**config.mk**
```make
export PLATFORM = sky130hd
export DESIGN_NAME = pm_frame_decoder_classifier
export DESIGN_NICKNAME = d
export VERILOG_FILES = /design/src/rtl/pmfd_pkg.sv /design/src/rtl/pmfd_cfg_regs.sv /design/src/rtl/pmfd_frame_parser.sv /design/src/rtl/pmfd_classifier.sv /design/src/rtl/pm_frame_decoder_classifier.sv
export SDC_FILE = /design/constraint.sdc
export NUM_CORES = 1
export LEC_CHECK = 0
export BUFFER_PORTS_ARGS = -buffer_cell sky130_fd_sc_hd__clkbuf_2
export CAP_MARGIN = 40
export CORE_ASPECT_RATIO = 0.7
export CORE_MARGIN = 5
export CORE_UTILIZATION = 55
export CTS_CLUSTER_SIZE = 14
export DETAILED_ROUTE_END_ITERATION = 10
export MAX_ROUTING_LAYER = met4
export PLACE_DENSITY = 0.78
export SYNTH_ARGS = -nofsm -noshare
export SYNTH_HDL_FRONTEND = slang
export SYNTH_SLANG_ARGS = --single-unit
```
**constraint.sdc**
```tcl
create_clock -name clk -period 2.9 [get_ports clk]
set_input_delay 0.29 -clock clk [delete_from_list [all_inputs] [get_ports clk]]
set_output_delay 0.29 -clock clk [all_outputs]
set_load 0.1 [all_outputs]
```
**src/rtl/pmfd_pkg.sv**
```systemverilog
// Shared types and constants for the particulate sensor frame decoder.
`timescale 1ns / 1ps

package pmfd_pkg;

  localparam logic [7:0]  HDR_FIRST  = 8'hAA;
  localparam logic [7:0]  HDR_SECOND = 8'hC0;
  localparam logic [15:0] SAT_LIMIT  = 16'd9999;

  localparam int unsigned VAL_W = 14;
  localparam int unsigned IDX_W = 4;

  // Register indexes of the configuration port.
  localparam logic [IDX_W-1:0] CFG_PM10_GOOD_MAX     = 4'd0;
  localparam logic [IDX_W-1:0] CFG_PM10_MODERATE_MAX = 4'd1;
  localparam logic [IDX_W-1:0] CFG_PM10_DEGRADED_MAX = 4'd2;
  localparam logic [IDX_W-1:0] CFG_PM25_GOOD_MAX     = 4'd3;
  localparam logic [IDX_W-1:0] CFG_PM25_MODERATE_MAX = 4'd4;
  localparam logic [IDX_W-1:0] CFG_PM25_DEGRADED_MAX = 4'd5;
  localparam logic [IDX_W-1:0] CFG_PM10_FLOOR        = 4'd6;
  localparam logic [IDX_W-1:0] CFG_PM25_FLOOR        = 4'd7;

  // Reset values of the configuration registers.
  localparam logic [VAL_W-1:0] RST_PM10_GOOD_MAX     = 14'd150;
  localparam logic [VAL_W-1:0] RST_PM10_MODERATE_MAX = 14'd300;
  localparam logic [VAL_W-1:0] RST_PM10_DEGRADED_MAX = 14'd750;
  localparam logic [VAL_W-1:0] RST_PM25_GOOD_MAX     = 14'd99;
  localparam logic [VAL_W-1:0] RST_PM25_MODERATE_MAX = 14'd200;
  localparam logic [VAL_W-1:0] RST_PM25_DEGRADED_MAX = 14'd500;
  localparam logic [VAL_W-1:0] RST_PM10_FLOOR        = 14'd50;
  localparam logic [VAL_W-1:0] RST_PM25_FLOOR        = 14'd30;

  typedef enum logic [3:0] {
    POS_HUNT  = 4'd0,
    POS_HDR2  = 4'd1,
    POS_DATA0 = 4'd2,
    POS_DATA1 = 4'd3,
    POS_DATA2 = 4'd4,
    POS_DATA3 = 4'd5,
    POS_DATA4 = 4'd6,
    POS_DATA5 = 4'd7,
    POS_SUM   = 4'd8,
    POS_TAIL  = 4'd9
  } pos_t;

  typedef enum logic [1:0] {
    LEVEL_GOOD     = 2'd0,
    LEVEL_MODERATE = 2'd1,
    LEVEL_DEGRADED = 2'd2,
    LEVEL_BAD      = 2'd3
  } level_t;

  typedef struct packed {
    logic [VAL_W-1:0] pm10_good_max;
    logic [VAL_W-1:0] pm10_moderate_max;
    logic [VAL_W-1:0] pm10_degraded_max;
    logic [VAL_W-1:0] pm25_good_max;
    logic [VAL_W-1:0] pm25_moderate_max;
    logic [VAL_W-1:0] pm25_degraded_max;
    logic [VAL_W-1:0] pm10_floor;
    logic [VAL_W-1:0] pm25_floor;
  } cfg_t;

  // Raw little-endian payload values of one frame.
  typedef struct packed {
    logic        done;
    logic [15:0] pm25_raw;
    logic [15:0] pm10_raw;
  } frame_t;

  typedef struct packed {
    logic [VAL_W-1:0] pm25_tenths;
    logic [VAL_W-1:0] pm10_tenths;
    level_t           pm25_level;
    level_t           pm10_level;
    logic             pm25_below_floor;
    logic             pm10_below_floor;
  } result_t;

endpackage

```
**src/rtl/pmfd_cfg_regs.sv**
```systemverilog
// Configuration register file with write port and reset values.
`timescale 1ns / 1ps

module pmfd_cfg_regs
  import pmfd_pkg::*;
(
  input  logic             clk,
  input  logic             rst,
  input  logic             cfg_we,
  input  logic [IDX_W-1:0] cfg_index,
  input  logic [VAL_W-1:0] cfg_data,
  output cfg_t             cfg
);

  always_ff @(posedge clk) begin
    if (rst) begin
      cfg.pm10_good_max     <= RST_PM10_GOOD_MAX;
      cfg.pm10_moderate_max <= RST_PM10_MODERATE_MAX;
      cfg.pm10_degraded_max <= RST_PM10_DEGRADED_MAX;
      cfg.pm25_good_max     <= RST_PM25_GOOD_MAX;
      cfg.pm25_moderate_max <= RST_PM25_MODERATE_MAX;
      cfg.pm25_degraded_max <= RST_PM25_DEGRADED_MAX;
      cfg.pm10_floor        <= RST_PM10_FLOOR;
      cfg.pm25_floor        <= RST_PM25_FLOOR;
    end else if (cfg_we) begin
      unique case (cfg_index)
        CFG_PM10_GOOD_MAX:     cfg.pm10_good_max     <= cfg_data;
        CFG_PM10_MODERATE_MAX: cfg.pm10_moderate_max <= cfg_data;
        CFG_PM10_DEGRADED_MAX: cfg.pm10_degraded_max <= cfg_data;
        CFG_PM25_GOOD_MAX:     cfg.pm25_good_max     <= cfg_data;
        CFG_PM25_MODERATE_MAX: cfg.pm25_moderate_max <= cfg_data;
        CFG_PM25_DEGRADED_MAX: cfg.pm25_degraded_max <= cfg_data;
        CFG_PM10_FLOOR:        cfg.pm10_floor        <= cfg_data;
        CFG_PM25_FLOOR:        cfg.pm25_floor        <= cfg_data;
        default: ;
      endcase
    end
  end

endmodule

```
**src/rtl/pmfd_frame_parser.sv**
```systemverilog
// Byte-by-byte frame parser: header hunt, payload capture and checksum.
`timescale 1ns / 1ps

module pmfd_frame_parser
  import pmfd_pkg::*;
(
  input  logic       clk,
  input  logic       rst,
  input  logic       rx_take,
  input  logic [7:0] rx_byte,
  output frame_t     frame
);

  pos_t       pos;
  pos_t       pos_next;
  logic [7:0] running_sum;
  logic [7:0] running_sum_next;
  logic       sum_matched;
  logic       sum_matched_next;
  logic       frame_done;
  logic [7:0] value_bytes [4];

  // Next state.
  always_comb begin
    unique case (pos)
      // A wrong second byte is dropped, not retried as a header.
      POS_HDR2:  pos_next = (rx_byte == HDR_SECOND) ? POS_DATA0 : POS_HUNT;
      POS_DATA0: pos_next = POS_DATA1;
      POS_DATA1: pos_next = POS_DATA2;
      POS_DATA2: pos_next = POS_DATA3;
      POS_DATA3: pos_next = POS_DATA4;
      POS_DATA4: pos_next = POS_DATA5;
      POS_DATA5: pos_next = POS_SUM;
      POS_SUM:   pos_next = POS_TAIL;
      POS_TAIL:  pos_next = POS_HUNT;
      // Header hunt; unused position codes behave the same way.
      default:   pos_next = (rx_byte == HDR_FIRST) ? POS_HDR2 : POS_HUNT;
    endcase
  end

  // Outputs and datapath updates.
  always_comb begin
    running_sum_next = running_sum;
    sum_matched_next = sum_matched;
    frame_done       = 1'b0;
    unique case (pos) inside
      POS_DATA0: running_sum_next = rx_byte;
      POS_DATA1, POS_DATA2, POS_DATA3, POS_DATA4, POS_DATA5:
        running_sum_next = running_sum + rx_byte;
      POS_SUM:   sum_matched_next = (running_sum == rx_byte);
      POS_TAIL:  frame_done = sum_matched;
      default: ;
    endcase
  end

  assign frame = '{done:     frame_done,
                   pm25_raw: {value_bytes[1], value_bytes[0]},
                   pm10_raw: {value_bytes[3], value_bytes[2]}};

  always_ff @(posedge clk) begin
    if (rst) begin
      pos         <= POS_HUNT;
      running_sum <= 8'd0;
      sum_matched <= 1'b0;
    end else if (rx_take) begin
      pos         <= pos_next;
      running_sum <= running_sum_next;
      sum_matched <= sum_matched_next;
    end
  end

  always_ff @(posedge clk) begin
    if (rx_take) begin
      case (pos)
        POS_DATA0: value_bytes[0] <= rx_byte;
        POS_DATA1: value_bytes[1] <= rx_byte;
        POS_DATA2: value_bytes[2] <= rx_byte;
        POS_DATA3: value_bytes[3] <= rx_byte;
        default: ;
      endcase
    end
  end

endmodule

```
**src/rtl/pmfd_classifier.sv**
```systemverilog
// Saturation, level classification and floor flags for one frame.
`timescale 1ns / 1ps

module pmfd_classifier
  import pmfd_pkg::*;
(
  input  frame_t  frame,
  input  cfg_t    cfg,
  output result_t result
);

  logic [VAL_W-1:0] pm25_sat;
  logic [VAL_W-1:0] pm10_sat;

  function automatic logic [VAL_W-1:0] saturate(input logic [15:0] raw);
    logic [15:0] v;
    v = (raw > SAT_LIMIT) ? SAT_LIMIT : raw;
    return v[VAL_W-1:0];
  endfunction

  // Limits are tested in order; the first one not exceeded sets the level.
  function automatic level_t classify(input logic [VAL_W-1:0] v,
                                      input logic [VAL_W-1:0] good,
                                      input logic [VAL_W-1:0] moderate,
                                      input logic [VAL_W-1:0] degraded);
    level_t lvl;
    if (v <= good) begin
      lvl = LEVEL_GOOD;
    end else if (v <= moderate) begin
      lvl = LEVEL_MODERATE;
    end else if (v <= degraded) begin
      lvl = LEVEL_DEGRADED;
    end else begin
      lvl = LEVEL_BAD;
    end
    return lvl;
  endfunction

  assign pm25_sat = saturate(frame.pm25_raw);
  assign pm10_sat = saturate(frame.pm10_raw);

  assign result.pm25_tenths      = pm25_sat;
  assign result.pm10_tenths      = pm10_sat;
  assign result.pm25_level       = classify(pm25_sat, cfg.pm25_good_max,
                                            cfg.pm25_moderate_max, cfg.pm25_degraded_max);
  assign result.pm10_level       = classify(pm10_sat, cfg.pm10_good_max,
                                            cfg.pm10_moderate_max, cfg.pm10_degraded_max);
  assign result.pm25_below_floor = (pm25_sat < cfg.pm25_floor);
  assign result.pm10_below_floor = (pm10_sat < cfg.pm10_floor);

endmodule

```
**src/rtl/pm_frame_decoder_classifier.sv**
```systemverilog
// Top level of the particulate sensor frame decoder and classifier.
`timescale 1ns / 1ps

// Usage:
// The rx channel (rx_valid, rx_ready, rx_byte) carries one serial byte per
// word. The block hunts for the two-byte header, collects six payload bytes,
// checks their modulo-256 sum against the checksum byte and takes the tail
// byte unchecked. A good frame yields one word on the result channel
// (res_valid, res_ready and the six result fields); a bad frame yields none.
// Throughput is one byte per cycle while rx_ready is high, set by the frame
// position update in the parser. The result word appears in the cycle after
// the tail byte is accepted, taken from the result register that follows the
// classifier.
// When the receiver stalls, the result register holds its word and rx_ready
// stays low until that word is taken; in the cycle where it is taken rx_ready
// is high again, so a receiver that keeps up never stalls the byte stream.
// Reset (rst, synchronous, active high) returns the parser to header hunt,
// clears the pending result and loads the default level limits and floors.
// Configuration writes (cfg_we, cfg_index, cfg_data) take effect at the
// clock edge; indexes beyond the register list are ignored.

module pm_frame_decoder_classifier
  import pmfd_pkg::*;
(
  input  logic             clk,
  input  logic             rst,
  input  logic             cfg_we,
  input  logic [IDX_W-1:0] cfg_index,
  input  logic [VAL_W-1:0] cfg_data,
  input  logic             rx_valid,
  output logic             rx_ready,
  input  logic [7:0]       rx_byte,
  output logic             res_valid,
  input  logic             res_ready,
  output logic [VAL_W-1:0] pm25_tenths,
  output logic [VAL_W-1:0] pm10_tenths,
  output logic [1:0]       pm25_level,
  output logic [1:0]       pm10_level,
  output logic             pm25_below_floor,
  output logic             pm10_below_floor
);

  cfg_t    cfg;
  frame_t  frame;
  result_t result_comb;
  result_t result;
  logic    rx_take;

  // A new byte may enter whenever the result register is empty or draining.
  assign rx_ready = !res_valid || res_ready;
  assign rx_take  = rx_valid && rx_ready;

  pmfd_cfg_regs u_cfg_regs (
    .clk       (clk),
    .rst       (rst),
    .cfg_we    (cfg_we),
    .cfg_index (cfg_index),
    .cfg_data  (cfg_data),
    .cfg       (cfg)
  );

  pmfd_frame_parser u_parser (
    .clk     (clk),
    .rst     (rst),
    .rx_take (rx_take),
    .rx_byte (rx_byte),
    .frame   (frame)
  );

  pmfd_classifier u_classifier (
    .frame  (frame),
    .cfg    (cfg),
    .result (result_comb)
  );

  // Result register: loaded when the tail byte of a good frame is accepted.
  always_ff @(posedge clk) begin
    if (rst) begin
      res_valid <= 1'b0;
    end else if (rx_take && frame.done) begin
      res_valid <= 1'b1;
    end else if (res_ready) begin
      res_valid <= 1'b0;
    end
  end

  always_ff @(posedge clk) begin
    if (rx_take && frame.done) begin
      result <= result_comb;
    end
  end

  assign pm25_tenths      = result.pm25_tenths;
  assign pm10_tenths      = result.pm10_tenths;
  assign pm25_level       = result.pm25_level;
  assign pm10_level       = result.pm10_level;
  assign pm25_below_floor = result.pm25_below_floor;
  assign pm10_below_floor = result.pm10_below_floor;

endmodule
```
-- Word-level counts from Yosys, hierarchy flattened
Memories as Yosys holds them, arrays and structs flattened.
Cells that the tools add are included.
- register bits after elaboration: 160
- memory bits (writable): 32
- logic and storage cells: 108
- memories kept: 1
- memory list (name ; words ; bits a word ; read ports ; clocked after Yosys merged registers in ; write ports ; line ; source):
    u_parser.value_bytes ; 4 ; 8 ; 4 ; 0 ; 1 ; pmfd_frame_parser.sv:21 ; logic [7:0] value_bytes [4];
- $add $sub $neg: 1
- magnitude comparators: 10
- equality and inequality tests: 19
- muxes and demuxes: 34
- reduce and logical (&&, ||, !) cells: 23
- operator list (operator ; number):
    14-bit <= comparator ; 6
    4-bit one-hot mux with 9 select lines ; 1
    4-bit by 3-bit equality test with 1-bit output (second input constant) ; 8
    16-bit by 14-bit > comparator with 1-bit output (second input constant) ; 2
    14-bit < comparator ; 2
    14-bit 2-to-1 mux ; 2
    8-bit 2-to-1 mux ; 3
    8-bit OR reduction ; 3
    1-bit 2-to-1 mux ; 23
    2-bit AND reduction ; 10
    4-bit by 2-bit equality test with 1-bit output (second input constant) ; 4
    8-bit equality test (second input constant) ; 2
    8-bit one-hot mux with 2 select lines ; 1
    8-bit adder ; 1
    4-bit by 1-bit equality test with 1-bit output (second input constant) ; 2
    4-bit equality test (second input constant) ; 2
    8-bit equality test ; 1
    2-bit 2-to-1 mux ; 4
    5-bit OR reduction ; 1
    4-bit logical NOT ; 1
    2-bit nonzero test ; 2
    2-bit OR reduction ; 2
    1-bit logical AND ; 2
    1-bit logical NOT ; 1
    1-bit logical OR ; 1

-- Depth between registers and ports, before layout
- depth after elaboration: 9
- gate-level depth with buffers: 11

-- Cells and area by module
Synthesis repeated with hierarchy kept, for this count alone.
- cells, all modules: 1053
- area total of the unflattened synthesis: 10667.7 µm²
- modules (own cells, without submodules) (module ; instances ; cells each ; area each (µm²) ; sequential area each (µm²)):
    pmfd_cfg_regs ; 1 ; 405 ; 4416.7 ; 2242.2
    pmfd_classifier ; 1 ; 430 ; 3062.9 ; 0.0
    pmfd_frame_parser ; 1 ; 178 ; 2099.5 ; 1221.2
    pm_frame_decoder_classifier ; 1 ; 40 ; 1088.5 ; 1041.0

-- Worst setup path before layout
No wires, ideal clock.
- path type: register to register
- start point: register res_valid
- end point: memory u_parser.value_bytes[1][0], enable pin
- arrival time: 2.958 ns
- slack: -0.453 ns
- cell stages (with the launch flop): 5
- buffers on the path: 1
- period minus slack after synthesis: 3.353 ns
- cells stage by stage: dfxtp_1 nand2b_1 nand2_1 clkbuf_1 nor4_1
- word-level cells in the longest chain between the ends: 9
- ends and longest elaborated chain (what ; line ; source):
    start: declaration ; pm_frame_decoder_classifier.sv:33 ; output logic res_valid,
    start signal: assignment ; pm_frame_decoder_classifier.sv:79 ; res_valid <= 1'b0;
    start signal: assignment ; pm_frame_decoder_classifier.sv:81 ; res_valid <= 1'b1;
    start signal: assignment ; pm_frame_decoder_classifier.sv:83 ; res_valid <= 1'b0;
    1-bit logical NOT * ; pm_frame_decoder_classifier.sv:50 ; assign rx_ready = !res_valid || res_ready;
    1-bit logical OR * ; pm_frame_decoder_classifier.sv:50 ;
    net rx_ready ; pm_frame_decoder_classifier.sv:31 ; output logic rx_ready,
    1-bit logical AND * ; pm_frame_decoder_classifier.sv:51 ; assign rx_take = rx_valid && rx_ready;
    1-bit 2-to-1 mux ; pmfd_frame_parser.sv:73 ; if (rx_take) begin
    1-bit 2-to-1 mux (implied by the code) ; pmfd_frame_parser.sv:76 ; POS_DATA1: value_bytes[1] <= rx_byte;
    8-bit OR reduction (no line) ; - ;
    2-bit 2-to-1 mux (no line) / 1-bit 2-to-1 mux (equally long branches) (3 in a row) ; - ;
    end: declaration ; pmfd_frame_parser.sv:21 ;
The timed path passes the listed nets; every way through them passes the cells marked *.

==> parameters.txt <==
Parameter                              Value

Job
  Max capacitance violation total    0

Global route
  Via count of the first global-routing pass    7856
  Residual overflow from global routing    0
  GR Util All Layers    roughly a quarter
  Pin count of the biggest net entering global routing    88
  Initial antenna violation count    0
  Global-route wire length before repair    41.4 mm

Final layout
  Fill cells    1420
  Number of nets in the layout    about 1400
  Layout cells sized above 1    a little under a fifth
  Design Area, Final    12000 sq um
  Final antenna diode count    0
  Area Overhead vs Synth    17.6%

Worst setup path
  Data arrival time at the worst-slack endpoint    3.29 ns
  Highest fanout seen on the critical path    5
  Worst path slowest cell    edfxtp_1
  Stage delay of the slowest cell on the critical path    around 0.45 ns
  Critical Path, Cell by Cell    nor4_4, nor2_4, or3_4, ha_1, a21o_1, a21oi_1, o221ai_1, a31oi_2, nor4_1, nor3_1
  Required time of the critical path    3.17 ns
  Number of stages on the worst setup path    10
  Nature of the critical path startpoint    register
  Crit Path Category    reg2reg
  Buffers and inverters on the worst path    0
  Largest delay share family, worst path    simple AND/OR/NAND/NOR gates
  Critical path endpoint category    register
  Worst reg2reg path depth    10

Floorplan
  Die Width    173 microns
  # rows    41
  Area of the core    approximately 18000 sq um
  Height of the chip    approximately 120 microns
  Starting density of the core    56.3%
  Die area    about 21000 sq um
  Number of placed I/O pins    67

Outcome
  Result of the run    finished with violations
  Failing checks    negative setup slack

Logic synthesis
  Cell area after synthesis    10200 sq um
  Register bit count reported by yosys    192
  Post-synth cell types    68
  Leading cell types by total area after synthesis    dfxtp_1 (25%), edfxtp_1 (19%), ha_1 (13%), nand2_1 (8.2%), a21oi_1 (5.2%)
  Share of Yosys cell area claimed by the top area cell type    approximately 25%
  Primary flip-flop cell chosen by synthesis mapping    dfxtp_1
  Share of synthesized registers carrying an async set or reset    0%
  Sequential cell area fraction in the yosys report    between 40 and 50%
  Yosys top cell by area    dfxtp_1
  Synthesized Nets    1285
  Post-Syn Area per Cell    ~9 sq um
  Count of synthesis-stage warnings from yosys    0
  Synthesized netlist cell count    between 1000 and 1500
  Post-synth EDFFs    66

Drt
  Number of violations reported at the end of detailed-routing iteration 0    roughly 650
  Total routed wirelength    27.2 mm
  Number of design rule violations left after detail routing    0
  Final antenna-violating net count    0
  Drt pass-1 iters    5
  Wire per inst    18.4 microns
  Vias    8585
  Via density per instance    5.82

Power
  Int Power    4120 uW
  Switching power total    between 1000 and 1500 uW
  PD cells    448 nW/um^2
  Switching share of power    23.2%
  Share of total power in sequential cells    52.2%
  Relative contribution of the clock network to total power    a little over two fifths
  Leakage power figure    0.00472 uW
  Peak supply drop    roughly 0.33 mV
  Share of power burned in combinational logic    5.1%

STA
  Final clock skew    0.0106 ns
  Fin. max-slew vios    0
  Setup repair after global routing missed its margin    true
  Final cycle utilization of the critical path    104%
  Minimum hold slack    about 0.16 ns
  Maximum clock frequency    0.331 GHz
  Crit path time final    about 3.0 ns
  Final Hold Viols    0
  Post-layout worst setup margin    -0.119 ns
  Setup violators final    5
  Max transition margin    a little over two fifths
  Worst-margin pin slew    0.839 ns

Clock network
  CTS Hold Buffers Added    0
  Clock tree root buffer cell    clkbuf_16
  Maximum buffer depth of the clock tree    2
  Clock network latency to the later pin of the worst-skew pair    ~0.44 ns
  Clock buffer count from CTS    17
  Number of H-tree levels    4
  Clk pin slew, worst setup/hold paths    0.07 ns
  CTS tree    done
  Num Clock Sinks    192

Placement
  Post-DP HPWL    19.1 mm
  Final GP Congestion    0.925
  DP Area    10900 sq um
  IO Port Bufs    66
  Setup Slack @ Placement    -0.204 ns

Worst hold path
  Tightest Hold Check Type    in2reg
  Hold Crit Depth    3
==> synth_stat cells, types with 11 or more instances <==
library cell / count
a211o_1: 19
a211oi_1: 12
a21oi_1: 106
and2_1: 13
buf_2: 21
clkbuf_1: 27
dfxtp_1: 126
edfxtp_1: 66
ha_1: 109
inv_1: 113
nand2_1: 223
nand3b_1: 22
nand4_1: 17
nor2_1: 57
nor2b_1: 11
nor3_1: 19
o21ai_0: 29
or3_1: 12
==> routing by layer <==
metal | global-route usage, % | vias to the layer above | part of all wire (%)
li1 | - | 4113 | -
met1 | 34.8 | 4074 | 45
met2 | 37.6 | 339 | 45
met3 | 5.31 | 59 | 8.5
met4 | 7.46 | 0 | 1.8
met5 | - | - | 0
==> logic make-up after synthesis <==
kind of cell | share of synthesized area [%]
muxes | 0.0981
DFF | 44.2
adders and majority gates | 13.7
buffers and inverters | 6.84
and+or+nand+nor | 20.6
AOI/OAI and AO/OA | 14.0
xor gates and xnor gates | 0.601
==> through the flow <==
stage	TNS, ns	std cells	power, uW	util, %
2_1_floorplan	0	1144	3040	-
3_3_place_gp	-0.0721	1429	3110	60.2
3_5_place_dp	-0.858	1429	3120	60.2
4_1_cts	0	1463	5380	64.0
5_1_grt	-0.840	1475	5540	66.3
6_report	-0.273	1475	5370	66.3
==> worst min-delay path, cell delays in order <==
cell	delay, ns
clkbuf_2	0.07
nand2b_2	0.12
a21oi_1	0.06
==> area by class of cell <==
cell class	instances	area, sq um	share of cell area [%]
multi-input combinational	781	5410	45.1
sequential	192	4500	37.5
timing repair buffer	121	795	6.62
clock buffer	23	500	4.17
inverter	113	428	3.57
tap	236	295	2.46
clock inverter	9	68.8	0.574
==> state kept, by name, summed over array words and instances, names as in the netlist <==
name	count
pm25_level	2
u_parser.value_bytes	32
u_cfg_regs.cfg	112
pm25_below_floor	1
pm25_tenths	14
pm10_below_floor	1
u_parser.running_sum	8
u_parser.sum_matched	1
u_parser.pos	4
pm10_level	2
res_valid	1
pm10_tenths	14
==> layout by cell type, fill, tap and decap left out, drive strengths merged, types with 7 or more instances in the layout <==
master / synthesis / layout
nor2b: 11 / 11
nand3b: 22 / 22
clkbuf: 27 / 88
nand2b: 9 / 9
nand3: 9 / 9
nand2: 223 / 223
a211o: 19 / 19
nand4: 19 / 19
and2: 13 / 13
inv: 113 / 117
nor2: 59 / 59
a21oi: 106 / 106
dfxtp: 126 / 126
or3: 12 / 12
nor3: 21 / 21
a211oi: 14 / 14
or2: 10 / 10
nor4: 7 / 7
buf: 31 / 56
ha: 109 / 109
o21ai: 32 / 32
a31oi: 9 / 9
edfxtp: 66 / 66
==> what timing repair did <==
item / 4_1_cts / 5_1_grt
endpoints found under the setup margin: 6 / 6
pin swaps: 3 / 31
gates resized for setup: 26 / 55
buffers inserted: 2 / 13
==> power groups by stage <==
stage / combinational, uW / clock (uW) / sequential (uW)
global placement: 249 / 0 / 2870
finish: 276 / 2290 / 2810
detailed placement: 256 / 0 / 2870
CTS: 259 / 2310 / 2800
global route: 302 / 2440 / 2810
floorplan: 172 / 0 / 2860
==> worst paths after layout <==
| path | from | end | slack (ns) |
|---|---|---|---|
| worst min-delay path | res_ready | res_valid$_SDFFE_PP0P_ | 0.16 |
| worst max-delay path | u_parser.value_bytes[0][4]$_DFFE_PP_ | pm25_below_floor$_DFFE_PP_ | -0.12 |
| worst max register to register | u_parser.value_bytes[0][4]$_DFFE_PP_ | pm25_below_floor$_DFFE_PP_ | -0.12 |
| worst min register to register | u_cfg_regs.cfg[101]$_SDFFE_PP0P_ | u_cfg_regs.cfg[101]$_SDFFE_PP0P_ | 0.45 |
(Power assumes the default switching activity.)
